$ cat config.mk
export PLATFORM = sky130hd
export DESIGN_NAME = gbse_ctrl
export DESIGN_NICKNAME = d
export VERILOG_FILES = /design/src/hdl/gbse_pkg.sv /design/src/hdl/gbse_ctrl.sv
export SDC_FILE = /design/constraint.sdc
export NUM_CORES = 1
export LEC_CHECK = 0
export ABC_AREA = 0
export BUFFER_PORTS_ARGS = -buffer_cell sky130_fd_sc_hd__buf_2
export CORE_AREA = 2 2 39 41
export CTS_CLUSTER_DIAMETER = 120
export CTS_CLUSTER_SIZE = 8
export DETAILED_ROUTE_END_ITERATION = 8
export DIE_AREA = 0 0 41 43
export HOLD_SLACK_MARGIN = 0.03
export PLACE_DENSITY_LB_ADDON = 0.2
export SYNTH_ARGS = -nofsm -noshare
export SYNTH_HDL_FRONTEND = slang
export SYNTH_SLANG_ARGS = --single-unit
$ cat constraint.sdc
create_clock -name i_clk -period 2.3 [get_ports i_clk]
set_clock_uncertainty 0.05 [all_clocks]
set_input_delay 0.345 -clock i_clk [delete_from_list [all_inputs] [get_ports i_clk]]
set_output_delay 0.345 -clock i_clk [all_outputs]
set_load 0.05 [all_outputs]
$ cat src/hdl/gbse_pkg.sv
`timescale 1ns / 1ps

package gbse_pkg;

    localparam int CAPACITY = 4096;
    localparam int ADDR_W   = $clog2(CAPACITY);
    localparam int LEN_W    = 13;
    localparam int SUM_W    = LEN_W + 1;
    localparam int BYTE_W   = 8;
    localparam int STAT_W   = 3;

    localparam logic [LEN_W-1:0] CAP_LEN = LEN_W'(CAPACITY);

    typedef enum logic [1:0] {
        REQ_READ   = 2'd0,
        REQ_HEADER = 2'd1,
        REQ_DATA   = 2'd2
    } t_req;

    typedef enum logic [STAT_W-1:0] {
        ST_OK         = 3'd0,
        ST_READ_END   = 3'd1,
        ST_START_END  = 3'd2,
        ST_REMOVE_END = 3'd3,
        ST_NO_ROOM    = 3'd4,
        ST_SEQUENCE   = 3'd5
    } t_status;

    typedef enum logic [2:0] {
        S_IDLE,
        S_EXEC,
        S_RD_WAIT,
        S_MOVE_RD,
        S_MOVE_WR,
        S_OUT
    } t_state;

    // how the datapath classifies the latched request
    typedef enum logic [1:0] {
        CLS_SIMPLE,
        CLS_READ,
        CLS_MOVE
    } t_cls;

    typedef struct packed {
        logic latch_item;
        logic exec;
        logic rd_capture;
        logic move_rd;
        logic move_wr;
        logic load_out;
    } t_dp_cmd;

    typedef struct packed {
        t_cls cls;
        logic move_last;
        logic out_free;
    } t_dp_stat;

endpackage

$ cat src/hdl/gbse_ctrl.sv
`timescale 1ns / 1ps

module gbse_ctrl (
    input  logic              i_clk,
    input  logic              i_rst_n,
    input  logic              i_valid,
    output logic              o_stall,
    input  gbse_pkg::t_dp_stat i_stat,
    output gbse_pkg::t_dp_cmd  o_cmd
);

    gbse_pkg::t_state r_state;
    gbse_pkg::t_state n_state;

    always_ff @(posedge i_clk) begin
        if (!i_rst_n) begin
            r_state <= gbse_pkg::S_IDLE;
        end else begin
            r_state <= n_state;
        end
    end

    always_comb begin
        n_state = r_state;
        unique case (r_state)
            gbse_pkg::S_IDLE: begin
                if (i_valid) n_state = gbse_pkg::S_EXEC;
            end
            gbse_pkg::S_EXEC: begin
                unique case (i_stat.cls)
                    gbse_pkg::CLS_READ: n_state = gbse_pkg::S_RD_WAIT;
                    gbse_pkg::CLS_MOVE: n_state = gbse_pkg::S_MOVE_RD;
                    default:            n_state = gbse_pkg::S_OUT;
                endcase
            end
            gbse_pkg::S_RD_WAIT: n_state = gbse_pkg::S_OUT;
            gbse_pkg::S_MOVE_RD: n_state = gbse_pkg::S_MOVE_WR;
            gbse_pkg::S_MOVE_WR: begin
                n_state = i_stat.move_last ? gbse_pkg::S_OUT : gbse_pkg::S_MOVE_RD;
            end
            gbse_pkg::S_OUT: begin
                if (i_stat.out_free) n_state = gbse_pkg::S_IDLE;
            end
            default: n_state = gbse_pkg::S_IDLE;
        endcase
    end

    always_comb begin
        o_cmd   = '0;
        o_stall = 1'b1;
        unique case (r_state)
            gbse_pkg::S_IDLE: begin
                o_stall          = 1'b0;
                o_cmd.latch_item = i_valid;
            end
            gbse_pkg::S_EXEC:    o_cmd.exec       = 1'b1;
            gbse_pkg::S_RD_WAIT: o_cmd.rd_capture = 1'b1;
            gbse_pkg::S_MOVE_RD: o_cmd.move_rd    = 1'b1;
            gbse_pkg::S_MOVE_WR: o_cmd.move_wr    = 1'b1;
            gbse_pkg::S_OUT:     o_cmd.load_out   = i_stat.out_free;
            default: ;
        endcase
    end

`ifndef SYNTHESIS
    a_latch_to_exec: assert property (@(posedge i_clk) disable iff (!i_rst_n)
        o_cmd.latch_item |=> r_state == gbse_pkg::S_EXEC)
        else $error("accepted request did not go to execute");

    a_out_holds: assert property (@(posedge i_clk) disable iff (!i_rst_n)
        (r_state == gbse_pkg::S_OUT && !i_stat.out_free) |=> r_state == gbse_pkg::S_OUT)
        else $error("result dropped while output register full");

    a_stall_outside_idle: assert property (@(posedge i_clk) disable iff (!i_rst_n)
        (r_state != gbse_pkg::S_IDLE) |-> o_stall)
        else $error("request taken outside idle");
`endif

endmodule

-- Yosys cells after proc, flatten, opt, wreduce, memory -nomap -nowiden
Cells that the tools add are included.
- equality and inequality tests: 9
- multiplexer cells: 12
- reduce and logical (&&, ||, !) cells: 2
- operator list (kind ; count):
    $pmux W3 S6 ; 1
    $mux W3 ; 3
    $mux W1 ; 7
    $eq A3 B2 Y1 const B ; 2
    $eq A3 B3 Y1 const B ; 2
    $pmux W3 S2 ; 1
    $ne A2 B2 Y1 const B ; 2
    $eq A3 B1 Y1 const B ; 1
    $logic_not A3 Y1 ; 1
    $eq A2 B1 Y1 const B ; 1
    $eq A2 B2 Y1 const B ; 1
    $reduce_and A2 Y1 ; 1
- register bits after elaboration: 3
- output and inout bits: 7

-- Longest topological paths before layout
- depth after elaboration: 3
- gate-level depth with buffers: 5
- depth with buffers taken out: 5

-- Worst setup path before layout
Ideal clock, no wire load.
- kind: reg-to-output
- start: register r_state[1]
- end: output port o_cmd[3] (netlist bit)
- arrival time: 1.597 ns
- required time: 1.905 ns
- path slack: 0.308 ns
- cell stages (with the launch flop): 3
- path buffers: 1
- cell sequence: dfxtp_1 -> buf_4 -> nor3b_1
- RTL lines (what ; RTL line ; RTL):
    start: declaration ; gbse_ctrl.sv:12 ; gbse_pkg::t_state r_state;
    start signal: assignment ; gbse_ctrl.sv:17 ; r_state <= gbse_pkg::S_IDLE;
    start signal: assignment ; gbse_ctrl.sv:19 ; r_state <= n_state;
    end: declaration ; gbse_ctrl.sv:9 ; output gbse_pkg::t_dp_cmd o_cmd

==> metrics.md <==
| Metric | Value |
|---|---|
| Outcome | finished clean |
| Startpoint class of the critical path | flip-flop |
| Crit path kind | flip-flop to output port |
| Post-detailed-route via-to-cell ratio | 4.15 |
| Net count of the mapped netlist | 36 |
| Setup repair bufs after CTS | 0 |
| Total CTS buffers | 3 |
| Number of pins with negative max-slew slack in the final report | 0 |
| P_sw | 0.113 mW |
| Cell taking the most area after synthesis | sky130_fd_sc_hd__dfxtp_1 |
| Proportion of layout cells with a drive suffix above 1 | 48.8% |
| Level count of the clock H-tree | 1 |
| Netlist area before placement | 262 µm² |
| Fmax | 561 MHz |
| Die outline width | approximately 40 µm |
| Initial antenna violation count | 0 |
| Placed Instances | 55 |
| Slew at the pin with the worst max-slew slack | 348 ps |
| Worst path arrival time | 1390 ps |
| Die outline height | 43 µm |
| Yosys Warn Count | 0 |
| Worst-case clock buffer depth | 2 |
| Register name with the most flops | r_state |
| Number of flip-flops in the largest register | 3 |
| Clock transition at the register clock pins on the worst setup and hold paths after CTS | roughly 30 ps |
| Clock sink count | 3 |
| Registers with the most flip-flops | r_state (3) |
| Worst Hold Depth | 2 |
| Port Buf Inserts | 13 |
| Slew margin rel. | approximately three quarters |
| Post-Syn Instances | 28 |
| Hold_sp | i_rst_n |
| Core Rows | 14 |
| Synthesis-to-layout area growth | 35.4% |
| Share of the synthesized area in the top cell type | 23.0% |
| Number of search-and-repair iterations in the first detailed-routing pass | 2 |
| Number of hold buffers added after CTS | 0 |
| Post-CTS resize count | 0 |
| Sum of overflow across all layers after global routing | 0 |
| Worst Path Max Fanout | 11 |
| Vias after detailed routing | roughly 250 |
| Total power | 0.277 mW |
| Starting density of the core | 18.9% |
| Total negative setup slack | 0 ps |
| Final count of hold timing violations | 0 |
| All-layer global routing usage | 7.02% |
| Leakage power of the design | 0.180 nW |
| Reg2Reg Depth | 3 |
| Post-layout worst setup margin | 519 ps |
| VDD IR max | between 0.2 and 0.25 mV |
| Number of enable-type register cells in the synthesized netlist | 0 |
| Combinational Power Share | about 40% |
| Setup crit end kind | output port |
| Final critical-path required period | 1780 ps |
| Clock Root Buffer | sky130_fd_sc_hd__clkbuf_4 |
| Total power divided by cell area | 782 mW/mm² |
| Place WS | 760 ps |
| Int Pwr | 0.164 mW |
| Antenna viol nets, final | 0 |
| Initial drt markers | 4 |
| Most common cell in the synthesized netlist | sky130_fd_sc_hd__dfxtp_1 |
| Reg-to-reg slack, setup | 1040 ps |
| Cell variety after synth | 21 |
| Overall routed net length | 546 µm |
| Clock latency on the worst-skew pair | 230 ps |
| TritonCTS clock tree | done |
| Net switching fraction of the power | 40.7% |
| Number of design rule violations left after detail routing | 0 |
| WL/cell | about 9 µm |
| Final-report setup violation count | 0 |
| Clock network fraction of total power | 33.1% |
| Num ports | 14 |
| Gpl congestion | roughly 0.6 |
| Top FF cell, synth | sky130_fd_sc_hd__dfxtp_1 |
| Synthesized area divided by synthesized cell count | 9.34 µm² |
| Number of antenna cells inserted | 0 |
| Leading cell types by total area after synthesis | sky130_fd_sc_hd__dfxtp_1, sky130_fd_sc_hd__nor3b_2, sky130_fd_sc_hd__and2b_1 |
| Largest net degree at the start of global routing | 12 |
| Max-cap violation count | 0 |
| Floorplan die area | 0.00176 mm² |
| Worst flop-to-flop path endpoint | r_state[0]$_SDFFE_PN0P_ |
| Share of the clock period used by the worst path after layout | 77.4% |
| Number of nets in the layout | 52 |
| Post-synthesis sequential element count | 3 |
| RSZ-0062 raised after global routing | false |
| Register share of total power | 26.7% |
| Min-Delay Path Class | input pin to flip-flop |
| Core utilization of the finished layout | about 26% |
| Via count of the first global-routing pass | 188 |
| Reg-to-reg startpoint | r_state[2]$_SDFFE_PN0P_ |
| Share of synthesized flip-flops with an asynchronous set or reset | 0% |
| Capture endpoint of the worst hold path | r_state[1]$_SDFFE_PN0P_ |
| Number of inserted filler cells in the final layout | 164 |
| Finished Layout Cells | 59 |
| Worst endpoint required time | around 1900 ps |
| Global-route wire length before repair | 828 µm |
| Core Area | 0.00138 mm² |
| Sequential-to-total area share from yosys stat | 23.0% |
==> worst max-delay path, stage by stage, from the launching register on <==
cell and delay (ps):
sky130_fd_sc_hd__dfxtp_1 400, sky130_fd_sc_hd__or3_4 410, sky130_fd_sc_hd__nor2_1 80, sky130_fd_sc_hd__buf_2 260
==> stage by stage <==
step | area, µm² | hold slack [ps]
final | 354 | 306
after global routing | 354 | 326
after global placement | 328 | 539
after detailed placement | 328 | 529
after floorplan | 262 | 413
after CTS | 354 | 310
==> per-layer routing <==
layer | vias to the layer above | wire (µm) | global-route usage (%)
met1 | 107 | 264 | 10.6
met5 | - | 0 | 0
li1 | 129 | - | -
met2 | 9 | 236 | 7.81
met3 | 0 | 45 | 3.14
met4 | 0 | 0 | 4.00
==> power by group through the flow <==
stage / sequential [mW] / clock [mW] / combinational (mW)
2_1_floorplan: 0.0643 / 0 / 0.103
5_1_grt: 0.0761 / 0.103 / 0.118
6_report: 0.0740 / 0.0917 / 0.111
3_3_place_gp: 0.0749 / 0 / 0.112
4_1_cts: 0.0741 / 0.0966 / 0.112
3_5_place_dp: 0.0748 / 0 / 0.112
==> how the worst max path moves through the flow <==
stage,to,cells after the start,start
floorplan,o_cmd[3],2,r_state[1]$_SDFFE_PN0P_
global placement,o_cmd[5],3,r_state[2]$_SDFFE_PN0P_
detailed placement,o_cmd[5],3,r_state[2]$_SDFFE_PN0P_
CTS,o_cmd[5],3,r_state[2]$_SDFFE_PN0P_
global route,o_cmd[5],3,r_state[2]$_SDFFE_PN0P_
finish,o_cmd[5],3,r_state[2]$_SDFFE_PN0P_
==> cell families after synthesis <==
group | count (synthesis) | share of synthesized area (%)
compound gates | 6 | 15.8
fa+ha+maj | 1 | 4.78
buf+inv | 4 | 10.0
flops | 3 | 23.0
mux | 1 | 5.74
simple gates | 13 | 40.7
==> area by class of cell <==
| cell class | count | area [µm²] | share of cell area [%] |
|---|---|---|---|
| clock buffers | 4 | 26.3 | 7.42 |
| inverters | 2 | 7.51 | 2.12 |
| well taps | 16 | 20.0 | 5.65 |
| repair buffers | 13 | 65.1 | 18.4 |
| flip-flops and latches | 3 | 60.1 | 17.0 |
| multi-input cells | 21 | 175 | 49.5 |
==> cell usage in the layout (no fill, tap or decap), drive strengths merged <==
master,synthesis,layout
buf,2,13
clkbuf,0,4
nor3b,4,4
dfxtp,3,3
inv,2,2
nor2b,2,2
and2b,2,2
o21ai,2,2
or3,1,1
and3b,1,1
and4b,1,1
nor2,1,1
o21a,1,1
a21oi,1,1
a21boi,1,1
nand2,1,1
mux2,1,1
o2111a,1,1
ha,1,1
Power figures use the tool's default switching activity.
